<file path="config.mk">
export PLATFORM = sky130hd
export DESIGN_NAME = sorted_timeout_timer_pool
export DESIGN_NICKNAME = d
export VERILOG_FILES = /design/src/sv/stt_pkg.sv /design/src/sv/stt_ram.sv /design/src/sv/sorted_timeout_timer_pool.sv
export SDC_FILE = /design/constraint.sdc
export NUM_CORES = 2
export LEC_CHECK = 0
export ABC_AREA = 1
export BUFFER_PORTS_ARGS = -buffer_cell sky130_fd_sc_hd__buf_2
export CAP_MARGIN = 10
export CORE_UTILIZATION = 30
export CTS_CLUSTER_DIAMETER = 40
export DETAILED_ROUTE_END_ITERATION = 10
export GPL_TIMING_DRIVEN = 0
export PLACE_DENSITY = 0.4
export SYNTH_ARGS = -nofsm -noshare
export SYNTH_HDL_FRONTEND = slang
export SYNTH_SLANG_ARGS = --single-unit
</file>
<file path="constraint.sdc">
create_clock -name aclk -period 6.1 [get_ports aclk]
set_input_delay 0.61 -clock aclk [delete_from_list [all_inputs] [get_ports aclk]]
set_output_delay 0.61 -clock aclk [all_outputs]
set_load 0.02 [all_outputs]
</file>
<file path="src/sv/stt_pkg.sv">
// shared types and constants of the sorted timeout timer pool
`timescale 1ns / 1ps
package stt_pkg;
    localparam logic [2:0] OP_ALLOC   = 3'd0;
    localparam logic [2:0] OP_RELEASE = 3'd1;
    localparam logic [2:0] OP_BIND    = 3'd2;
    localparam logic [2:0] OP_ARM     = 3'd3;
    localparam logic [2:0] OP_TICK    = 3'd4;

    localparam logic [2:0] K_ALLOC   = 3'd0;
    localparam logic [2:0] K_FAIL    = 3'd1;
    localparam logic [2:0] K_EVENT   = 3'd2;
    localparam logic [2:0] K_SWITCH  = 3'd3;
    localparam logic [2:0] K_DONE    = 3'd4;
    localparam logic [2:0] K_REJECT  = 3'd5;

    localparam logic [1:0] ST_FREE  = 2'd0;
    localparam logic [1:0] ST_ALLOC = 2'd1;
    localparam logic [1:0] ST_RUN   = 2'd2;

    localparam logic [31:0] NEVER     = 32'hffffffff;
    localparam logic [31:0] COUNT_MAX = 32'hfffffffe;

    typedef struct packed {
        logic [2:0]  kind;
        logic [4:0]  slot;
        logic [3:0]  target_queue;
        logic [31:0] event_value;
        logic        last;
    } result_t;
endpackage

</file>
<file path="src/sv/stt_ram.sv">
// generic single-port-write ram with registered read
`timescale 1ns / 1ps
module stt_ram #(
    parameter int WIDTH = 8,
    parameter int DEPTH = 32
) (
    input  logic                     aclk,
    input  logic                     we,
    input  logic [$clog2(DEPTH)-1:0] waddr,
    input  logic [WIDTH-1:0]         wdata,
    input  logic [$clog2(DEPTH)-1:0] raddr,
    output logic [WIDTH-1:0]         rdata
);
    logic [WIDTH-1:0] mem [DEPTH];

    // write port and registered read port
    always_ff @(posedge aclk) begin
        if (we) begin
            mem[waddr] <= wdata;
        end
        rdata <= mem[raddr];
    end
endmodule

</file>
<file path="src/sv/sorted_timeout_timer_pool.sv">
// top level of the sorted timeout timer pool
`timescale 1ns / 1ps
// Timer pool of NUM_TIMERS entries kept in a sorted linked list. Deadline and
// successor of each entry share one RAM word, queue and value sit in a second
// RAM, both with registered read; the per-entry status is in flip-flops.
// Allocate, release and bind pass from idle through the output state. Arm walks
// the list one RAM read per node. A tick walks the due timers through a read and
// a data state each and emits one result beat per expiry, but for the task timer,
// whose expiry gives a single switch beat after the walk; a result waits in an
// output register while the next operation may start. Index codes in timer_index
// not below NUM_TIMERS are rejected. After reset the block writes the sentinel
// deadline and clears the other deadlines before it takes the first item.
module sorted_timeout_timer_pool #(
    parameter int NUM_TIMERS = 32
) (
    input  logic        aclk,
    input  logic        aresetn,
    input  logic        cfg_we,
    input  logic [4:0]  cfg_wdata,
    input  logic        s_tvalid,
    output logic        s_tready,
    // operation[2:0], timer_index[7:3], delay[39:8], destination[43:40],
    // payload[75:44], zero fill [79:76]
    input  logic [79:0] s_tdata,
    output logic        m_tvalid,
    input  logic        m_tready,
    // kind[2:0], slot[7:3], target_queue[11:8], event_value[43:12], zero [47:44]
    output logic [47:0] m_tdata,
    output logic        m_tlast
);
    localparam int AW = (NUM_TIMERS > 1) ? $clog2(NUM_TIMERS) : 1;
    localparam int DSW = 32 + AW;

    localparam logic [3:0] S_INIT  = 4'd0;
    localparam logic [3:0] S_IDLE  = 4'd1;
    localparam logic [3:0] S_AH    = 4'd2;  // arm: head entry arrived
    localparam logic [3:0] S_AS    = 4'd4;  // arm: link new entry to its successor
    localparam logic [3:0] S_AD    = 4'd5;  // arm: next entry arrived
    localparam logic [3:0] S_TR    = 4'd6;  // tick: read cur
    localparam logic [3:0] S_TD    = 4'd7;  // tick: data arrived
    localparam logic [3:0] S_TSW   = 4'd8;
    localparam logic [3:0] S_TDONE = 4'd9;
    localparam logic [3:0] S_OUT   = 4'd10; // single result pending

    logic [3:0]  state_reg, state_next;
    logic [4:0]  task_reg;
    logic [1:0]  status_reg [NUM_TIMERS];
    logic [AW-1:0] head_reg, head_next;
    logic [31:0] tick_reg, tick_next;
    logic [31:0] early_reg, early_next;
    logic [AW:0] init_reg;
    logic [AW-1:0] idx_reg, idx_next, cur_reg, cur_next, prev_reg, prev_next;
    logic [31:0] dl_reg, dl_next;
    logic [31:0] pdl_reg, pdl_next;
    logic        sw_reg, sw_next;
    logic [6:0]  cnt_reg, cnt_next;
    stt_pkg::result_t res_reg, res_next, pend_reg, pend_next;
    logic        mv_reg, mv_next;

    // input fields
    logic [2:0]  in_op;
    logic [4:0]  in_ti;
    logic [31:0] in_delay;
    logic [3:0]  in_dest;
    logic [31:0] in_pay;
    assign in_op    = s_tdata[2:0];
    assign in_ti    = s_tdata[7:3];
    assign in_delay = s_tdata[39:8];
    assign in_dest  = s_tdata[43:40];
    assign in_pay   = s_tdata[75:44];

    // rams: deadline with successor, queue with value
    logic           ds_we, qv_we;
    logic [AW-1:0]  ds_wa, qv_wa, ds_ra, qv_ra;
    logic [DSW-1:0] ds_wd, ds_rd;
    logic [35:0]    qv_wd, qv_rd;
    logic [31:0]    rd_dl;
    logic [AW-1:0]  rd_sc;

    stt_ram #(.WIDTH(DSW), .DEPTH(NUM_TIMERS)) u_ds (
        .aclk(aclk), .we(ds_we), .waddr(ds_wa), .wdata(ds_wd),
        .raddr(ds_ra), .rdata(ds_rd));
    stt_ram #(.WIDTH(36), .DEPTH(NUM_TIMERS)) u_qv (
        .aclk(aclk), .we(qv_we), .waddr(qv_wa), .wdata(qv_wd),
        .raddr(qv_ra), .rdata(qv_rd));

    assign rd_dl = ds_rd[DSW-1:AW];
    assign rd_sc = ds_rd[AW-1:0];

    logic in_ok;
    logic [AW-1:0] ti_a;
    assign in_ok = ({27'd0, in_ti} < NUM_TIMERS);
    assign ti_a  = AW'(in_ti);

    // lowest free entry
    logic          free_any;
    logic [AW-1:0] free_idx;
    always_comb begin
        free_any = 1'b0;
        free_idx = '0;
        for (int i = NUM_TIMERS - 1; i >= 0; i--) begin
            if (status_reg[i] == stt_pkg::ST_FREE) begin
                free_any = 1'b1;
                free_idx = AW'(i);
            end
        end
    end

    logic out_free;
    assign out_free = !mv_reg || m_tready;
    assign s_tready = (state_reg == S_IDLE);

    logic [31:0] sum;
    logic        carry;
    assign {carry, sum} = {1'b0, in_delay} + {1'b0, tick_reg};

    // status register writes
    logic          st_we;
    logic [AW-1:0] st_wa;
    logic [1:0]    st_wd;

    function automatic stt_pkg::result_t mk(input logic [2:0] k, input logic l);
        stt_pkg::result_t r;
        r = '0;
        r.kind = k;
        r.last = l;
        return r;
    endfunction

    // control
    always_comb begin
        state_next = state_reg;
        head_next = head_reg; tick_next = tick_reg; early_next = early_reg;
        idx_next = idx_reg; cur_next = cur_reg; prev_next = prev_reg;
        dl_next = dl_reg; pdl_next = pdl_reg; sw_next = sw_reg; cnt_next = cnt_reg;
        pend_next = pend_reg;
        res_next = res_reg; mv_next = mv_reg && !m_tready;
        ds_we = 1'b0; ds_wa = '0; ds_wd = '0; ds_ra = cur_reg;
        qv_we = 1'b0; qv_wa = '0; qv_wd = '0; qv_ra = cur_reg;
        st_we = 1'b0; st_wa = '0; st_wd = '0;
        case (state_reg)
            S_INIT: begin
                ds_we = 1'b1;
                ds_wa = init_reg[AW-1:0];
                ds_wd = (init_reg == '0) ? {stt_pkg::NEVER, AW'(0)} : '0;
                if (init_reg == (AW+1)'(NUM_TIMERS - 1)) state_next = S_IDLE;
            end
            S_IDLE: begin
                if (s_tvalid) begin
                    state_next = S_OUT;
                    pend_next = mk(stt_pkg::K_REJECT, 1'b1);
                    case (in_op)
                        stt_pkg::OP_ALLOC: begin
                            if (free_any) begin
                                st_we = 1'b1; st_wa = free_idx; st_wd = stt_pkg::ST_ALLOC;
                                pend_next = mk(stt_pkg::K_ALLOC, 1'b1);
                                pend_next.slot = 5'(free_idx);
                            end else begin
                                pend_next = mk(stt_pkg::K_FAIL, 1'b1);
                            end
                        end
                        stt_pkg::OP_RELEASE: begin
                            if (in_ok && status_reg[ti_a] != stt_pkg::ST_RUN) begin
                                st_we = 1'b1; st_wa = ti_a; st_wd = stt_pkg::ST_FREE;
                                pend_next = mk(stt_pkg::K_DONE, 1'b1);
                            end
                        end
                        stt_pkg::OP_BIND: begin
                            if (in_ok) begin
                                qv_we = 1'b1; qv_wa = ti_a; qv_wd = {in_dest, in_pay};
                                pend_next = mk(stt_pkg::K_DONE, 1'b1);
                            end
                        end
                        stt_pkg::OP_ARM: begin
                            if (in_ok && status_reg[ti_a] == stt_pkg::ST_ALLOC) begin
                                dl_next = carry ? stt_pkg::NEVER : sum;
                                st_we = 1'b1; st_wa = ti_a; st_wd = stt_pkg::ST_RUN;
                                idx_next = ti_a;
                                cur_next = head_reg;
                                ds_ra = head_reg;
                                cnt_next = '0;
                                state_next = S_AH;
                            end
                        end
                        stt_pkg::OP_TICK: begin
                            tick_next = (tick_reg < stt_pkg::COUNT_MAX) ?
                                        tick_reg + 32'd1 : tick_reg;
                            sw_next = 1'b0;
                            cnt_next = '0;
                            cur_next = head_reg;
                            if (early_reg <= ((tick_reg < stt_pkg::COUNT_MAX) ?
                                              tick_reg + 32'd1 : tick_reg))
                                state_next = S_TR;
                            else
                                state_next = S_TDONE;
                        end
                        default: ;
                    endcase
                end
            end
            S_AH: begin
                // head deadline and successor in ds_rd
                if (dl_reg <= rd_dl) begin
                    ds_we = 1'b1; ds_wa = idx_reg; ds_wd = {dl_reg, cur_reg};
                    head_next = idx_reg;
                    early_next = dl_reg;
                    pend_next = mk(stt_pkg::K_DONE, 1'b1);
                    state_next = S_OUT;
                end else begin
                    prev_next = cur_reg;
                    pdl_next = rd_dl;
                    cur_next = rd_sc;
                    ds_ra = rd_sc;
                    cnt_next = 7'd1;
                    state_next = S_AD;
                end
            end
            S_AD: begin
                if (dl_reg <= rd_dl) begin
                    ds_we = 1'b1; ds_wa = prev_reg; ds_wd = {pdl_reg, idx_reg};
                    state_next = S_AS;
                end else if (cnt_reg >= 7'(NUM_TIMERS)) begin
                    pend_next = mk(stt_pkg::K_DONE, 1'b1);
                    state_next = S_OUT;
                end else begin
                    prev_next = cur_reg;
                    pdl_next = rd_dl;
                    cur_next = rd_sc;
                    ds_ra = rd_sc;
                    cnt_next = cnt_reg + 7'd1;
                end
            end
            S_AS: begin
                ds_we = 1'b1; ds_wa = idx_reg; ds_wd = {dl_reg, cur_reg};
                pend_next = mk(stt_pkg::K_DONE, 1'b1);
                state_next = S_OUT;
            end
            S_TR: begin
                // read deadline, successor and binding of cur
                ds_ra = cur_reg; qv_ra = cur_reg;
                state_next = S_TD;
            end
            S_TD: begin
                if (rd_dl > tick_reg || cnt_reg >= 7'(NUM_TIMERS)) begin
                    head_next = cur_reg;
                    early_next = rd_dl;
                    state_next = sw_reg ? S_TSW : S_TDONE;
                end else if (32'(cur_reg) == 32'(task_reg) && task_reg != 5'd0) begin
                    st_we = 1'b1; st_wa = cur_reg; st_wd = stt_pkg::ST_ALLOC;
                    sw_next = 1'b1;
                    cnt_next = cnt_reg + 7'd1;
                    cur_next = rd_sc;
                    state_next = S_TR;
                end else if (out_free) begin
                    st_we = 1'b1; st_wa = cur_reg; st_wd = stt_pkg::ST_ALLOC;
                    res_next = mk(stt_pkg::K_EVENT, 1'b0);
                    res_next.slot = 5'(cur_reg);
                    res_next.target_queue = qv_rd[35:32];
                    res_next.event_value = qv_rd[31:0];
                    mv_next = 1'b1;
                    cnt_next = cnt_reg + 7'd1;
                    cur_next = rd_sc;
                    state_next = S_TR;
                end else begin
                    state_next = S_TR;
                end
            end
            S_TSW: begin
                if (out_free) begin
                    res_next = mk(stt_pkg::K_SWITCH, 1'b0);
                    mv_next = 1'b1;
                    state_next = S_TDONE;
                end
            end
            S_TDONE: begin
                pend_next = mk(stt_pkg::K_DONE, 1'b1);
                state_next = S_OUT;
            end
            S_OUT: begin
                if (out_free) begin
                    res_next = pend_reg;
                    mv_next = 1'b1;
                    state_next = S_IDLE;
                end
            end
            default: state_next = S_IDLE;
        endcase
    end

    // registers
    always_ff @(posedge aclk) begin
        if (!aresetn) begin
            state_reg <= S_INIT;
            init_reg <= '0;
            head_reg <= '0;
            tick_reg <= '0;
            early_reg <= stt_pkg::NEVER;
            task_reg <= '0;
            mv_reg <= 1'b0;
            sw_reg <= 1'b0;
            cnt_reg <= '0;
            for (int i = 0; i < NUM_TIMERS; i++)
                status_reg[i] <= (i == 0) ? stt_pkg::ST_RUN : stt_pkg::ST_FREE;
        end else begin
            state_reg <= state_next;
            init_reg <= init_reg + (AW+1)'(1);
            head_reg <= head_next;
            tick_reg <= tick_next;
            early_reg <= early_next;
            mv_reg <= mv_next;
            sw_reg <= sw_next;
            cnt_reg <= cnt_next;
            if (cfg_we) task_reg <= cfg_wdata;
            if (st_we) status_reg[st_wa] <= st_wd;
        end
    end

    always_ff @(posedge aclk) begin
        idx_reg <= idx_next;
        cur_reg <= cur_next;
        prev_reg <= prev_next;
        dl_reg <= dl_next;
        pdl_reg <= pdl_next;
        res_reg <= res_next;
        pend_reg <= pend_next;
    end

    assign m_tvalid = mv_reg;
    assign m_tlast  = res_reg.last;
    assign m_tdata  = {4'd0, res_reg.event_value, res_reg.target_queue,
                       res_reg.slot, res_reg.kind};

    // the sentinel entry is never anything but running
    a_sentinel: assert property (@(posedge aclk) disable iff (!aresetn)
        status_reg[0] == stt_pkg::ST_RUN) else $error("sentinel left running state");
    // no item taken while a walk is in progress
    a_busy: assert property (@(posedge aclk) disable iff (!aresetn)
        (state_reg == S_TD || state_reg == S_AD) |-> !s_tready)
        else $error("ready during list walk");
    // a held result beat stays until taken
    a_hold: assert property (@(posedge aclk) disable iff (!aresetn)
        (m_tvalid && !m_tready) |=> (m_tvalid && $stable(m_tdata)))
        else $error("result beat dropped");
endmodule

</file>
==> metrics.yaml <==
rrSetupSlack_ns: 0.23
fin_crit_ns: 5.867
grt_pass1_wl_um: 665000
place_inst: 14570
worst_setup_path_end_kind: "register"
vias_per_cell: 5.281
yosysUniqueCellTypes: 68
critPathKind: "reg -> reg"
clkSinkCount: 2697
detail_route.first_pass.iterations: 8
pwr-share-comb: 0.271
synth_seq_cells: 2697
avgSynthCellArea_um2: 12.07
start_util: 0.3022
ff_latch_area_um2: 79330
synth-async-reset-ratio: 0
slew_violations: 0
internal_power_w: 0.04286
gp_congestion: 0.9003
num_vias: 81740
maxCapViolCount: 0
clk_pin_slew_worst_paths_ns: 0.05
grt_pass1_vias: 78980
synth_edf_count: 2531
overflow: 0
crit_arrival_ns: 6.47
hold_class: "in -> reg"
cts_tree: "built"
largest_register_ffs: 1184
grt_usage: 0.2568
antenna_found_initial: 31
status: "finished, final reports clean"
switching_power_w: 0.02389
slew-limit-headroom: 0.08269
layout-drive-gt1-share: 0.1501
worst_slew_pin_slew_ns: 1.376
place_ws_ns: -0.4366
routedWlPerCell_um: 31.96
fmax_mhz: 170.5
nets: 10320
drcViolationCount: 0
ioPinCount: 141
die_h_um: 612.5
setup_viol: 0
path_max_fanout: 17
leakage_nw: 47.24
total_power_w: 0.06675
hold_violations: 0
totalWireLength_um: 494600
clock_latency_ns: 0.98
fin_skew_ns: 0.1224
drt_iter0_markers: 9114
cts_made_buffers: 459
power.clock.fraction: 0.402
powerDensity_nw_per_um2: 474.7
peakVddDrop_mv: 0.2658
syn2layout_area_growth_pct: 25.77
p_sw_frac: 0.3579
hold_slack_ns: 0.08746
port_buffers: 130
yosys_most_used_dff: "edfxtp_1"
cts_buffer_depth: 4
stdcell_count: 15480
synth-seq-area-share: 0.7095
utilization: 0.3801
multi_input_area_um2: 29150
netlist_area_um2: 111800
fillerInstances: 35570
htreeDepth: 5
setup_slack_ns: 0.2334
syn_inst: 9264
grt_max_degree: 42
rsz0062_at_grt: "false"
die_area_um2: 375100
die_w_um: 612.5
yosysWarnings: 0
core_area_um2: 370000
placementRows: 223
dpl.hpwl_um: 358200
root_buffer: "clkbuf_16"
fin_crit_sh: 0.9617
critPathLaunchType: "register"
final_antenna_net_count: 0
seqPwrFrac: 0.327
required_ns: 6.70
worst max-delay path: stages, from the launching register on:
cell and delay (ns):
dfxtp_1 0.56, inv_1 0.12, ha_1 0.30, nand2_1 0.06
or3_4 0.38, nor4_4 0.25, nand2_1 0.09, nand2_1 0.08
nand2_2 0.22, inv_1 0.19, nor2_1 0.12, nor2_4 0.42
inv_1 0.39, a221oi_1 0.73, nand2_1 0.44, nor2_4 0.77
buf_12 0.29
power groups by stage:
stage	registers (W)	logic (W)	clock network, W
finish	0.0219	0.0181	0.0268
global route	0.0219	0.0189	0.0279
CTS	0.0219	0.0178	0.0271
detailed placement	0.0222	0.0178	0
global placement	0.0224	0.0172	0
floorplan	0.0220	0.00851	0
layout by cell type, fill, tap and decap left out, types with 26 or more instances in the layout:
master / count
a21oi_1: 137
a31oi_1: 50
a32oi_1: 30
buf_1: 29
buf_12: 139
buf_16: 50
buf_2: 281
buf_4: 49
buf_6: 27
buf_8: 26
bufinv_16: 71
clkbuf_1: 381
clkbuf_16: 465
clkinv_1: 47
clkinv_2: 85
clkinv_4: 27
clkinvlp_4: 50
dfxtp_1: 165
edfxtp_1: 2531
ha_1: 132
inv_1: 407
inv_6: 29
nand2_1: 1397
nand3_1: 837
nand3_2: 32
nand4_1: 41
nor2_1: 1028
nor2_4: 91
nor3_1: 36
o211ai_1: 268
o21ai_0: 819
o21ai_1: 66
o21bai_1: 28
o221ai_1: 216
o22ai_1: 79
or2_1: 82
or2_2: 38
xor2_1: 40
path summary, 6_finish.rpt:
kind,from,to,cells past startpoint
max,u_ds.rdata[31]$_DFF_P_,u_ds.mem[18][18]$_DFFE_PP_,16
min,cfg_we,task_reg[1]$_SDFFE_PN0P_,3
max reg2reg,u_ds.rdata[31]$_DFF_P_,u_ds.mem[18][18]$_DFFE_PP_,16
min reg2reg,cnt_reg[6]$_SDFFE_PN0P_,cnt_reg[6]$_SDFFE_PN0P_,2
Yosys cell counts, drive strengths merged, types with 2 or more instances:
cell / n / share of area
dfxtp: 166 / 0.030
ha: 132 / 0.015
nor2: 1135 / 0.038
or2: 121 / 0.0068
and3: 2 / 0.00011
inv: 426 / 0.014
o22ai: 82 / 0.0046
a221oi: 6 / 0.00047
o21ai: 891 / 0.040
nor4: 11 / 0.00075
clkbuf: 339 / 0.011
a32o: 2 / 0.00018
nand4: 41 / 0.0023
a32oi: 30 / 0.0024
edfxtp: 2531 / 0.68
o221ai: 216 / 0.017
o211ai: 269 / 0.018
a21oi: 137 / 0.0061
a21boi: 7 / 0.00047
xnor2: 10 / 0.00078
buf: 244 / 0.013
a2111oi: 2 / 0.00017
a22oi: 6 / 0.00049
clkinv: 2 / 0.000067
a21o: 3 / 0.00020
a31oi: 52 / 0.0030
o21bai: 28 / 0.0019
nor3: 38 / 0.0018
nand2: 1399 / 0.047
a211oi: 7 / 0.00051
xor2: 40 / 0.0031
nand3: 869 / 0.039
o2111ai: 9 / 0.00071
layout make-up:
cell class,instances,area share
Sequential cell,2697,0.5641
Timing Repair Buffer,372,0.03867
Tap cell,4950,0.04404
Clock inverter,324,0.02856
Antenna cell,23,0.0004093
Inverter,428,0.01150
Clock buffer,541,0.08605
Buffer,583,0.01942
Multi-Input combinational cell,5559,0.2073
through the flow:
stage	cell area [um2]	TNS (ns)
floorplan	111800	0
CTS	140500	0
finish	140600	0
detailed placement	124200	-22.14
global placement	118700	-6625.98
global route	140600	0
routing by layer:
| metal | vias to the layer above | GRT usage | wire length (um) |
|---|---|---|---|
| li1 | 35560 | - | - |
| met3 | 830 | 0.03595 | 31810 |
| met4 | 0 | 0.09905 | 21550 |
| met2 | 3499 | 0.4307 | 236000 |
| met5 | - | 0 | 0 |
| met1 | 41850 | 0.3354 | 205200 |
timing repair:
action                                  4_1_cts  5_1_grt
hold endpoints to repair                      8        0
setup buffers                                 4        5
hold buffers                                 12        0
endpoints found under the setup margin      348       39
cloned                                        0        0
gates resized for setup                       9       10
pin swaps                                     2        3
cell families (layout without fill, tap and decap cells):
| kind of cell | count (synthesis) | in the layout | synth area share |
|---|---|---|---|
| XOR/XNOR | 50 | 50 | 0.003917 |
| AND/OR/NAND/NOR | 3618 | 3618 | 0.1362 |
| flip-flops | 2697 | 2697 | 0.7095 |
| buffers and inverters | 1011 | 2248 | 0.03861 |
| adder cells (fa/ha/maj) | 133 | 133 | 0.01495 |
| other | 1 | 27 | 0.00003354 |
| AO/OA/AOI/OAI | 1754 | 1754 | 0.09681 |
Note: power is estimated with default switching activity, not from simulation.
